--- src/hdl/cct_pkg.sv ---
// ----------------------------------------------------------------------------
// Calendar clock package
// Shared item types, calendar limits and the month-length and leap-year
// helpers used by the clock-calendar datapath and its channel interfaces.
// ----------------------------------------------------------------------------
`default_nettype none

package cct_pkg;

  // Operation codes carried in the op field of an input item.
  localparam logic OP_TICK = 1'b0;
  localparam logic OP_LOAD = 1'b1;

  // Calendar limits.
  localparam logic [13:0] YEAR_MIN   = 14'd2000;
  localparam logic [13:0] YEAR_MAX   = 14'd9999;
  localparam logic [3:0]  MONTH_MAX  = 4'd12;
  localparam logic [4:0]  HOUR_MAX   = 5'd23;
  localparam logic [5:0]  MINSEC_MAX = 6'd59;
  localparam logic [4:0]  HOUR_NOON  = 5'd12;
  localparam logic [3:0]  HOUR_TWELVE = 4'd12;

  // Reciprocal of 100 scaled by 2^19; exact floor division for any 14-bit year.
  localparam int unsigned RECIP_SHIFT = 19;
  localparam logic [12:0] RECIP_100   = 13'd5243;

  // One input item.
  typedef struct packed {
    logic        op;
    logic [3:0]  load_month;
    logic [4:0]  load_day;
    logic [13:0] load_year;
    logic [4:0]  load_hour;
    logic [5:0]  load_minute;
    logic [5:0]  load_second;
  } cct_item_t;

  // One result item.
  typedef struct packed {
    logic [3:0]  cur_month;
    logic [4:0]  cur_day;
    logic [13:0] cur_year;
    logic [4:0]  cur_hour;
    logic [5:0]  cur_minute;
    logic [5:0]  cur_second;
    logic [3:0]  hour_twelve;
    logic        is_pm;
  } cct_result_t;

  // Running date and time held by the block.
  typedef struct packed {
    logic [3:0]  month;
    logic [4:0]  day;
    logic [13:0] year;
    logic [4:0]  hour;
    logic [5:0]  minute;
    logic [5:0]  second;
  } cct_time_t;

  // Gregorian leap test: divisible by 4, and not by 100 unless by 400.
  // The year is split by 100 with a reciprocal multiply; the quotient's low
  // two bits then give the test by 400.
  function automatic logic cct_is_leap(logic [13:0] year);
    logic [26:0] prod;
    logic [7:0]  quot;
    logic [13:0] quot_x100;
    logic        by_100;
    prod      = 27'(year) * 27'(RECIP_100);
    quot      = prod[RECIP_SHIFT +: 8];
    quot_x100 = 14'({quot, 6'b0}) + 14'({quot, 5'b0}) + 14'({quot, 2'b0});
    by_100    = (year == quot_x100);
    return (year[1:0] == 2'b00) && (!by_100 || (quot[1:0] == 2'b00));
  endfunction

  // Days in a month; an out-of-range month counts as 31 days.
  function automatic logic [4:0] cct_days_in(logic [3:0] month, logic leap);
    logic [4:0] days;
    case (month)
      4'd2:    days = leap ? 5'd29 : 5'd28;
      4'd4:    days = 5'd30;
      4'd6:    days = 5'd30;
      4'd9:    days = 5'd30;
      4'd11:   days = 5'd30;
      default: days = 5'd31;
    endcase
    return days;
  endfunction

endpackage

`default_nettype wire

--- src/hdl/cct_in_if.sv ---
// ----------------------------------------------------------------------------
// Calendar clock input channel
// Valid/ready channel that carries one tick or load item.
// ----------------------------------------------------------------------------
`default_nettype none

interface cct_in_if
  import cct_pkg::*;
();

  logic      valid;
  logic      ready;
  cct_item_t data;

  modport source (output valid, output data, input ready);
  modport sink   (input valid, input data, output ready);

endinterface

`default_nettype wire

--- src/hdl/cct_out_if.sv ---
// ----------------------------------------------------------------------------
// Calendar clock result channel
// Valid/ready channel that carries one date and time result item.
// ----------------------------------------------------------------------------
`default_nettype none

interface cct_out_if
  import cct_pkg::*;
();

  logic        valid;
  logic        ready;
  cct_result_t data;

  modport source (output valid, output data, input ready);
  modport sink   (input valid, input data, output ready);

endinterface

`default_nettype wire

--- src/hdl/cct_step.sv ---
// ----------------------------------------------------------------------------
// Calendar clock step
// Combinational next-state logic: applies one tick or one validated load to
// the running date and time and forms the result item, 12-hour view included.
// ----------------------------------------------------------------------------
`default_nettype none

module cct_step
  import cct_pkg::*;
(
  input  cct_time_t   state_i,
  input  cct_item_t   item_i,
  output cct_result_t result_o
);

  cct_time_t   tick_time;
  cct_time_t   load_time;
  cct_time_t   next_time;
  logic        cur_leap;
  logic        load_leap;
  logic [3:0]  load_month;
  logic [13:0] load_year;

  // Tick: one second with the carry rippling up to the year.
  always_comb begin
    cur_leap  = cct_is_leap(state_i.year);
    tick_time = state_i;
    if (state_i.second < MINSEC_MAX) begin
      tick_time.second = state_i.second + 6'd1;
    end else begin
      tick_time.second = '0;
      if (state_i.minute < MINSEC_MAX) begin
        tick_time.minute = state_i.minute + 6'd1;
      end else begin
        tick_time.minute = '0;
        if (state_i.hour < HOUR_MAX) begin
          tick_time.hour = state_i.hour + 5'd1;
        end else begin
          tick_time.hour = '0;
          if (state_i.day >= cct_days_in(state_i.month, cur_leap)) begin
            tick_time.day = 5'd1;
            if (state_i.month >= MONTH_MAX) begin
              tick_time.month = 4'd1;
              if (state_i.year < YEAR_MAX) begin
                tick_time.year = state_i.year + 14'd1;
              end
            end else begin
              tick_time.month = state_i.month + 4'd1;
            end
          end else begin
            tick_time.day = state_i.day + 5'd1;
          end
        end
      end
    end
  end

  // Load: each field is checked; the day is checked against the loaded
  // month in the clamped year.
  always_comb begin
    load_month = ((item_i.load_month >= 4'd1) && (item_i.load_month <= MONTH_MAX)) ?
                 item_i.load_month : 4'd1;
    if (item_i.load_year < YEAR_MIN) begin
      load_year = YEAR_MIN;
    end else if (item_i.load_year > YEAR_MAX) begin
      load_year = YEAR_MAX;
    end else begin
      load_year = item_i.load_year;
    end
    load_leap        = cct_is_leap(load_year);
    load_time.month  = load_month;
    load_time.year   = load_year;
    load_time.day    = ((item_i.load_day >= 5'd1) &&
                        (item_i.load_day <= cct_days_in(load_month, load_leap))) ?
                       item_i.load_day : 5'd1;
    load_time.hour   = (item_i.load_hour <= HOUR_MAX) ? item_i.load_hour : '0;
    load_time.minute = (item_i.load_minute <= MINSEC_MAX) ? item_i.load_minute : '0;
    load_time.second = (item_i.load_second <= MINSEC_MAX) ? item_i.load_second : '0;
  end

  // Result: new time plus the 12-hour view.
  always_comb begin
    next_time            = (item_i.op == OP_LOAD) ? load_time : tick_time;
    result_o.cur_month   = next_time.month;
    result_o.cur_day     = next_time.day;
    result_o.cur_year    = next_time.year;
    result_o.cur_hour    = next_time.hour;
    result_o.cur_minute  = next_time.minute;
    result_o.cur_second  = next_time.second;
    result_o.is_pm       = (next_time.hour >= HOUR_NOON);
    if ((next_time.hour == '0) || (next_time.hour == HOUR_NOON)) begin
      result_o.hour_twelve = HOUR_TWELVE;
    end else if (next_time.hour > HOUR_NOON) begin
      result_o.hour_twelve = 4'(next_time.hour - HOUR_NOON);
    end else begin
      result_o.hour_twelve = next_time.hour[3:0];
    end
  end

endmodule

`default_nettype wire

--- src/hdl/calendar_clock_tick.sv ---
// ----------------------------------------------------------------------------
// Calendar clock tick
// Gregorian clock-calendar. A tick item advances the time by one second, a
// load item sets a validated date and time; each item returns one result.
//
//   Channel | Direction | Handshake   | Payload
//   in_i    | sink      | valid/ready | op, load_month .. load_second
//   out_o   | source    | valid/ready | cur_month .. cur_second, hour_twelve, is_pm
//
// One item per cycle is sustained while out_o is ready; an accepted item
// passes through the input register, then the result register.
// The time registers feed the combinational step logic, so each item sees the
// time left by the one before it with no gap.
// Reset sets the time to 00:00:00 on 1 January 2000 and empties both stages.
// A stall on out_o holds the result; the input register still takes one more
// item before in_i.ready drops.
// ----------------------------------------------------------------------------
`default_nettype none

module calendar_clock_tick
  import cct_pkg::*;
(
  input  wire       clk_i,
  input  wire       rst_ni,
  cct_in_if.sink    in_i,
  cct_out_if.source out_o
);

  logic        s1_valid_q;
  logic        s1_valid_d;
  cct_item_t   s1_item_q;
  logic        out_valid_q;
  logic        out_valid_d;
  cct_result_t out_q;
  cct_time_t   time_q;
  cct_time_t   time_d;
  cct_result_t step_result;
  logic        in_take;
  logic        s1_adv;

  // Handshake control.
  assign s1_adv     = s1_valid_q && (!out_valid_q || out_o.ready);
  assign in_i.ready = !s1_valid_q || s1_adv;
  assign in_take    = in_i.valid && in_i.ready;

  assign s1_valid_d  = in_take ? 1'b1 : (s1_adv ? 1'b0 : s1_valid_q);
  assign out_valid_d = s1_adv ? 1'b1 : (out_o.ready ? 1'b0 : out_valid_q);

  // Next-state logic for the registered item.
  cct_step u_step (
    .state_i  (time_q),
    .item_i   (s1_item_q),
    .result_o (step_result)
  );

  // Time advances when the item moves into the result register.
  always_comb begin
    time_d = time_q;
    if (s1_adv) begin
      time_d.month  = step_result.cur_month;
      time_d.day    = step_result.cur_day;
      time_d.year   = step_result.cur_year;
      time_d.hour   = step_result.cur_hour;
      time_d.minute = step_result.cur_minute;
      time_d.second = step_result.cur_second;
    end
  end

  // Control and time registers.
  always_ff @(posedge clk_i or negedge rst_ni) begin
    if (!rst_ni) begin
      s1_valid_q    <= 1'b0;
      out_valid_q   <= 1'b0;
      time_q.month  <= 4'd1;
      time_q.day    <= 5'd1;
      time_q.year   <= YEAR_MIN;
      time_q.hour   <= '0;
      time_q.minute <= '0;
      time_q.second <= '0;
    end else begin
      s1_valid_q  <= s1_valid_d;
      out_valid_q <= out_valid_d;
      time_q      <= time_d;
    end
  end

  // Payload registers.
  always_ff @(posedge clk_i) begin
    if (in_take) begin
      s1_item_q <= in_i.data;
    end
    if (s1_adv) begin
      out_q <= step_result;
    end
  end

  assign out_o.valid = out_valid_q;
  assign out_o.data  = out_q;

`ifndef SYNTHESIS
  // The running date always holds each field within the calendar limits.
  a_date_range: assert property (@(posedge clk_i) disable iff (!rst_ni)
    (time_q.month >= 4'd1) && (time_q.month <= MONTH_MAX) &&
    (time_q.day >= 5'd1) && (time_q.day <= 5'd31) &&
    (time_q.year >= YEAR_MIN) && (time_q.year <= YEAR_MAX))
    else $error("date register out of range");

  // The running time always holds a legal clock value.
  a_time_range: assert property (@(posedge clk_i) disable iff (!rst_ni)
    (time_q.hour <= HOUR_MAX) && (time_q.minute <= MINSEC_MAX) &&
    (time_q.second <= MINSEC_MAX))
    else $error("time register out of range");

  // A tick with no carry out of the seconds adds exactly one second.
  a_tick_second: assert property (@(posedge clk_i) disable iff (!rst_ni)
    s1_adv && (s1_item_q.op == OP_TICK) && (time_q.second < MINSEC_MAX) |=>
    (time_q.second == $past(time_q.second) + 6'd1) &&
    (time_q.minute == $past(time_q.minute)))
    else $error("tick did not advance the second");

  // The result register and the time registers are updated together.
  a_result_matches: assert property (@(posedge clk_i) disable iff (!rst_ni)
    s1_adv |=> out_valid_q && (out_q.cur_second == time_q.second) &&
    (out_q.cur_day == time_q.day) && (out_q.cur_year == time_q.year))
    else $error("result differs from the stored time");
`endif

endmodule

`default_nettype wire

--- src/flat_wrapper.sv ---
// flat-port wrapper written by rule: the top's interface ports become plain ports
module calendar_clock_tick_flat import cct_pkg::*;
  (clk_i, rst_ni, in_i_valid, in_i_data, in_i_ready, out_o_valid, out_o_data, out_o_ready);
  cct_in_if in_i_i ();
  cct_out_if out_o_i ();
  input  wire clk_i;
  input  wire rst_ni;
  input wire logic [$bits(in_i_i.valid)-1:0] in_i_valid;
  input wire logic [$bits(in_i_i.data)-1:0] in_i_data;
  output wire logic [$bits(in_i_i.ready)-1:0] in_i_ready;
  output wire logic [$bits(out_o_i.valid)-1:0] out_o_valid;
  output wire logic [$bits(out_o_i.data)-1:0] out_o_data;
  input wire logic [$bits(out_o_i.ready)-1:0] out_o_ready;
  assign in_i_i.valid = in_i_valid;
  assign in_i_i.data = in_i_data;
  assign in_i_ready = in_i_i.ready;
  assign out_o_valid = out_o_i.valid;
  assign out_o_data = out_o_i.data;
  assign out_o_i.ready = out_o_ready;
  calendar_clock_tick u_core (.clk_i(clk_i), .rst_ni(rst_ni), .in_i(in_i_i), .out_o(out_o_i));
endmodule
--- config.mk ---
export PLATFORM = sky130hd
export DESIGN_NAME = calendar_clock_tick_flat
export DESIGN_NICKNAME = d
export VERILOG_FILES = /design/src/hdl/cct_pkg.sv /design/src/hdl/cct_in_if.sv /design/src/hdl/cct_out_if.sv /design/src/hdl/cct_step.sv /design/src/hdl/calendar_clock_tick.sv /design/src/flat_wrapper.sv
export SDC_FILE = /design/constraint.sdc
export NUM_CORES = 1
export LEC_CHECK = 0
export ABC_AREA = 1
export BUFFER_PORTS_ARGS = -buffer_cell sky130_fd_sc_hd__buf_4
export CAP_MARGIN = 20
export CORE_ASPECT_RATIO = 1.75
export CORE_MARGIN = 1
export CORE_UTILIZATION = 52
export DETAILED_ROUTE_END_ITERATION = 8
export PLACE_DENSITY_LB_ADDON = 0.08
export SYNTH_ARGS = -nofsm -noshare
export SYNTH_HDL_FRONTEND = slang
export SYNTH_HIERARCHICAL = 1
export SYNTH_SLANG_ARGS = --single-unit
export TNS_END_PERCENT = 20
--- constraint.sdc ---
create_clock -name clk_i -period 10.9 [get_ports clk_i]
set_input_delay 1.09 -clock clk_i [delete_from_list [all_inputs] [get_ports clk_i]]
set_output_delay 1.09 -clock clk_i [all_outputs]
set_load 0.005 [all_outputs]
==> metrics, run 1 <==
clock root buffer=clkbuf_16; placed insts=between 2,000 and 2,500; Post-Layout Cell Count=roughly 2,200; critical path's most frequent cell=inv_1; drt wl/cell=about 17 um; fin. max-slew vios=0; r2r endpoint=u_core/time_q[32]; hold_buf cts=0; Port Buffers=between 90 and 100; Worst setup SP type=flop; DRT Pass-1 Iters=4; # rows=81; Max Fclk=around 100 MHz; IO Count=92; CTS Buffer Depth=2; hold path depth=2; Post-synth ARST share=0.328; post-synthesis sequential area ratio=0.246; distinct cell type count after synthesis=54; core area=approximately 28,000 um2; yosys warns=6; RSZ-0062 raised after global routing=no; setup TNS=0 ns; GRT overflow=0; depth of the CTS H-tree=4; max cap viols=0; CTS resizes=0; slowest CP cell=edfxtp_1; Vias=approximately 11,000; Worst Reg-to-Reg Cells=49; initial antenna violation count=0; CTS tree=yes; Layout Area Growth over Synthesis=11.1%; Antenna Nets Post-Route=0; Setup Skew=between 0.01 and 0.015 ns; Post-CTS Setup Inserts=0; ANT cells=0; initial core utilization=0.528; crit path time final=between 9 and 10 ns; CP max stage delay=just over 0.7 ns; Post-synth EDFFs=86; x dimension of the die=about 130 um; status=complete, no violations; Finished Core Util=0.587; clock sink total=~130; Mapped Area=~15,000 um2; clk slew on worst S/H paths=0.06 ns; R2R setup slack=approximately 1.3 ns; initial DRC count=approximately 540; Setup Viol. Count Final=0; CTS Buf Count=17; WL final=~38,000 um; DIE AREA=approximately 29,000 um2; syn_area_per_cell=roughly 9 um2; Primary FF master, synth=edfxtp_1; final routed DRC violation total=0; Tcrit/Tclk final=0.881; gr usage total=0.275; crit path from=u_core/s1_item_q[30]; gpl congestion=~0.95; Worst-Margin Slew=about 1.1 ns; CP required=approximately 11 ns; worst min path class=flop to flop; Worst R2R Start=u_core/s1_item_q[30]; Die Y-Extent=225 um; critical path type=flop to flop; largest net degree at the start of global routing=46; post-synthesis net count=around 2,100; drt via density=around 5.3; WHS Endpoint=u_core/time_q[35]; vias in the first global route=approximately 12,000; #FFs+latches synth=~130; Max-Slew Margin vs Limit=0.285; Critical Path End Type=flop; Arr. time, crit path=9.90 ns; Max FO, Critical Path=12; Clk Latency, worst-skew pair=roughly 0.42 ns; HP Start=u_core/time_q[35]; post-DP HPWL=approximately 31,000 um; first-pass GRT wire length=around 60,000 um; final hold violations=0; layout cells sized above 1=0.0969; Syn Inst Count=1,678; nets=2,200
==> cell type report <==
type,instances,area [um2]
clock inverters,15,153
multi-input cells,1143,9560
clock buffers,17,425
well taps,373,467
repair buffers,97,728
inverters,385,1450
fillers,2621,11500
flip-flops and latches,128,3640
==> routing by layer <==
metal / global-route usage / wire [um] / up-vias
met5: 0 / 0 / -
met4: 0.134 / 1860 / 0
met3: 0.0233 / 723 / 83
met2: 0.531 / 20900 / 222
met1: 0.292 / 14100 / 5553
li1: - / - / 5559
==> stage by stage <==
stage / instance area, um2 / hold WS [ns] / worst slack [ns]
after floorplan: 14800 / 0.442 / 2.66
after global placement: 15800 / 0.460 / 1.43
after detailed placement: 15800 / 0.463 / 1.30
after CTS: 16400 / 0.479 / 1.28
after global routing: 16400 / 0.503 / 0.395
final: 16400 / 0.476 / 1.29
==> synthesized netlist by cell type, types with 2 or more instances <==
cell type / count / share of area
o21a_1: 2 / 0.0010
o21ai_0: 56 / 0.019
a21o_1: 6 / 0.0030
nand3b_1: 2 / 0.0010
o21ai_1: 4 / 0.0014
a211oi_1: 3 / 0.0015
nand2_2: 6 / 0.0025
nor2_4: 4 / 0.0030
dfrtp_1: 34 / 0.058
inv_1: 378 / 0.096
xnor2_1: 12 / 0.0071
nor2_2: 5 / 0.0021
o22ai_1: 6 / 0.0025
nand2_4: 5 / 0.0038
o211ai_1: 7 / 0.0036
dfstp_2: 8 / 0.014
buf_2: 9 / 0.0030
a31oi_1: 4 / 0.0017
nor2_1: 71 / 0.018
or2_2: 2 / 0.00085
clkbuf_1: 6 / 0.0015
buf_6: 4 / 0.0030
nand3_1: 122 / 0.041
nand2_1: 303 / 0.077
o31ai_1: 2 / 0.0010
nand4_1: 18 / 0.0076
xor2_1: 23 / 0.014
fa_1: 136 / 0.18
edfxtp_1: 86 / 0.17
nor3_1: 9 / 0.0030
o21bai_1: 5 / 0.0025
inv_2: 6 / 0.0015
a32o_1: 2 / 0.0014
ha_1: 247 / 0.21
nor4_1: 4 / 0.0017
a21oi_1: 63 / 0.021
==> cell usage in the layout, fill, tap and decap left out, drive strengths merged, types with 2 or more instances in the layout <==
cell and instances:
edfxtp 86, a21o 6, fa 136, a31oi 4
buf 97, nand3b 2, o21ai 60, nand2 314
dfstp 8, clkinvlp 2, a211oi 3, clkbuf 17
inv 391, dfrtp 34, o21bai 6, clkinv 6
o22ai 6, nor3 11, nor2 81, a21oi 63
xnor2 12, nor4 4, o211ai 8, a32o 2
nand4 19, ha 247, nand3 122, xor2 23
or2 3, o21a 2, o31ai 2
==> state kept, by name (all words and copies together) (netlist names) <==
signal / count
u_core/s1_item_q: 41
u_core/time_q: 40
u_core/out_o.data: 45
u_core/s1_valid_q: 1
u_core/out_o.valid: 1
==> worst max-delay path by stage <==
| stage | to | slack, ns |
|---|---|---|
| 2_1_floorplan | u_core/out_o.data[40] | 2.66 |
| 3_3_place_gp | u_core/out_o.data[40] | 1.43 |
| 3_5_place_dp | u_core/time_q[32] | 1.30 |
| 4_1_cts | u_core/time_q[32] | 1.28 |
| 5_1_grt | u_core/time_q[32] | 0.39 |
| 6_report | u_core/time_q[32] | 1.29 |
==> worst max-delay path: cells and delay by family (launching register included) <==
family                     cells  cell delay, ns
adders and majority gates     10            3.96
and+or+nand+nor               23            2.80
buffers and inverters         10            0.86
AOI/OAI and AO/OA              5            0.86
DFF                            1            0.71
xor gates and xnor gates       1            0.29
==> kinds of logic after synthesis <==
family | count (synthesis) | share of synthesized area
compound gates | 168 | 0.0649
xor+xnor | 36 | 0.0223
fa+ha+maj | 383 | 0.393
buf+inv | 407 | 0.107
flops | 128 | 0.246
simple gates | 556 | 0.166
Power of run 1 is not shown: default switching activity piles up to over one toggle a cycle in this logic, so the estimate is an artifact.
==> run 2: changes to the inputs <==
SYNTH_HIERARCHICAL = unset   (was 1)
==> run 2 against run 1 <==
  * Synthesized cell count shrank 3.3%
  * Via count fell by 2.6%
  * Fmax decreased by 4.1%
  * Worst hold slack gained 0.057 ns
  * Final area down 0.98%
  * First-iteration DRC count fell by 2.2%
  * Synthesized area fell by 1.5%
  * Sequential cell count stayed put
  * Critical path type unchanged
==> metrics, run 2 <==
status=complete, no violations; R2R setup slack=0.89 ns (-0.41 ns); Arr. time, crit path=10.37 ns (+0.47 ns); clock root buffer=clkbuf_16; core area=27,400 um2 (-2.0%); Antenna Nets Post-Route=0 (unchanged); Layout Area Growth over Synthesis=11.7%; Critical Path End=u_core.time_q[34]; #FFs+latches synth=128 (unchanged); x dimension of the die=128 um (-0.74%); Sequential Area=3640 um2 (unchanged); CTS Buf Count=17 (unchanged); largest net degree at the start of global routing=73 (+59%); Vias=11,118 (-2.6%); hold_buf cts=0 (unchanged); Clk Latency, worst-skew pair=0.44 ns (+0.02 ns); max reg flops=45 (unchanged); RSZ-0062 raised after global routing=no; most frequent cell after synthesis=inv_1; r2r endpoint=u_core.time_q[34]; Worst-Margin Slew=1.10 ns (+0.0299 ns); crit path time final=10.01 ns (+0.406 ns); Post-synth EDFFs=86 (unchanged); IO Count=92 (unchanged); CP required=11.25 ns (+0.05 ns); Mapped Area=14,600 um2 (-1.5%); Die Y-Extent=223 um (-0.74%); critical path type=flop to flop; slowest CP cell=edfxtp_1; Port Buffers=91 (unchanged); fillers=2,532 (-3.4%); first-pass GRT wire length=60,900 um (+0.84%); yosys warns=0 (-6); max cap viols=0 (unchanged); initial core utilization=0.531 (+0.00248); DRT Pass-1 Iters=5 (+1); Max Fclk=99.9 MHz (-4.1%); # rows=80 (-1.2%); crit path from=u_core.s1_item_q[30]; CP max stage delay=0.75 ns (+0.04 ns); HP Start=u_core.time_q[1]; Worst R2R Start=u_core.s1_item_q[30]; drt via density=5.28 (-0.12%); post-synthesis net count=2,051 (-2.6%); final routed DRC violation total=0 (unchanged); Max-Slew Margin vs Limit=0.265 (-0.0200); hold slack=0.532 ns (+0.0565 ns); vias in the first global route=11,816 (-2.8%); CTS tree=yes; fin. max-slew vios=0 (unchanged); Setup Viol. Count Final=0 (unchanged); Post-synth ARST share=0.328 (unchanged); Syn Inst Count=1,623 (-3.3%); most frequent cells in the layout=inv_1, nand2_1, ha_1, fa_1, buf_4; depth of the CTS H-tree=4 (unchanged); CTS resizes=0 (unchanged); final hold violations=0 (unchanged); post-synth top area cell=ha_1; gr usage total=0.287 (+0.0125); layout cells sized above 1=0.0975 (+0.000544); WL final=38,200 um (+1.6%); drt wl/cell=18.2 um (+4.3%); post-DP HPWL=32,100 um (+2.0%); Worst setup SP type=flop; GRT overflow=0 (unchanged); initial antenna violation count=1 (+1); Critical Path End Type=flop; critical path's most frequent cell=nand2_1; setup TNS=0 ns (unchanged); nets=2,149 (-2.3%); top cells by area, synth=ha_1, fa_1, edfxtp_1; Multi-input gate area=9370 um2 (-2.0%); Commonest cells post-synth=inv_1, nand2_1, ha_1, fa_1, edfxtp_1; DIE AREA=28,700 um2 (-1.5%); Worst Reg-to-Reg Cells=48 (-2.0%); Tcrit/Tclk final=0.919 (+0.0373); Max FO, Critical Path=13 (+1); Yosys top cell area share=0.212 (+0.00316); clk slew on worst S/H paths=0.06 ns (about the same); post-synthesis sequential area ratio=0.250 (+0.00373); clock sink total=128 (unchanged); gpl congestion=0.938 (-0.85%); Primary FF master, synth=edfxtp_1; initial DRC count=526 (-2.2%); Post-CTS Setup Inserts=0 (unchanged); worst min path class=flop to flop; commonest non-fill, non-tap cell in the layout=inv_1; distinct cell type count after synthesis=52 (-3.7%); syn_area_per_cell=8.97 um2 (+1.8%); CTS Buffer Depth=2 (unchanged); Setup Skew=0.0155 ns (+0.00433 ns)
[run 2: cell count changes after synthesis, moves of 4 or more]
cell	previous run	this run
o21ai_0	56	76
inv_1	378	388
nand2_1	303	268
nor3_1	9	15
nand3_1	122	61
xnor2_1	12	19
o22ai_1	6	10
o21ai_1	4	11
clkbuf_1	6	14
buf_6	4	0
nand2_2	6	1
buf_2	9	2
[run 2: critical path: cells and delay by family (launching register included)]
kind	cells	cell delay [ns]
simple gates	22	2.89
compound gates	11	1.88
fa+ha+maj	9	3.86
buf+inv	6	0.53
flops	1	0.75
[run 2: layout make-up]
type	count	share of cell area
Sequential cell	128	0.224
Inverter	394	0.0912
Multi-Input combinational cell	1083	0.576
Tap cell	369	0.0284
Clock buffer	18	0.0264
Antenna cell	1	0.000154
Clock inverter	14	0.00900
Timing Repair Buffer	97	0.0448
[run 2: how the worst min path moves through the flow]
| stage | to | slack [ns] | depth (start not counted) |
|---|---|---|---|
| after CTS | u_core.time_q[1] | 0.53 | 2 |
| after global placement | u_core.time_q[1] | 0.52 | 2 |
| final | u_core.time_q[1] | 0.53 | 2 |
| after global routing | u_core.time_q[1] | 0.57 | 2 |
| after floorplan | u_core.time_q[1] | 0.48 | 2 |
| after detailed placement | u_core.time_q[1] | 0.51 | 2 |
[run 2: through the flow]
step	worst slack [ns]	cells	util	instance area, um2
floorplan	2.78	1623	-	14600
global placement	0.700	2071	0.572	15700
detailed placement	0.719	2071	0.572	15700
CTS	0.700	2103	0.593	16300
global route	0.132	2104	0.593	16300
finish	0.887	2104	0.593	16300
[run 2: cells by family (layout without fill, tap and decap cells)]
logic type      count (synthesis)  count (layout)  synth area share
compound gates                200             200            0.0788
buf+inv                       412             523             0.107
xor+xnor                       42              42            0.0281
flops                         128             128             0.250
fa+ha+maj                     383             383             0.399
simple gates                  458             458             0.137
other cells                     0               1                 0
[run 2: layer usage]
| metal | global-route usage | part of all wire | vias up |
|---|---|---|---|
| li1 | - | - | 5382 |
| met3 | 0.0381 | 0.030 | 120 |
| met4 | 0.191 | 0.070 | 0 |
| met1 | 0.290 | 0.35 | 5365 |
| met2 | 0.537 | 0.55 | 251 |
| met5 | 0 | 0 | - |
Power of run 2 is left out for the same reason.
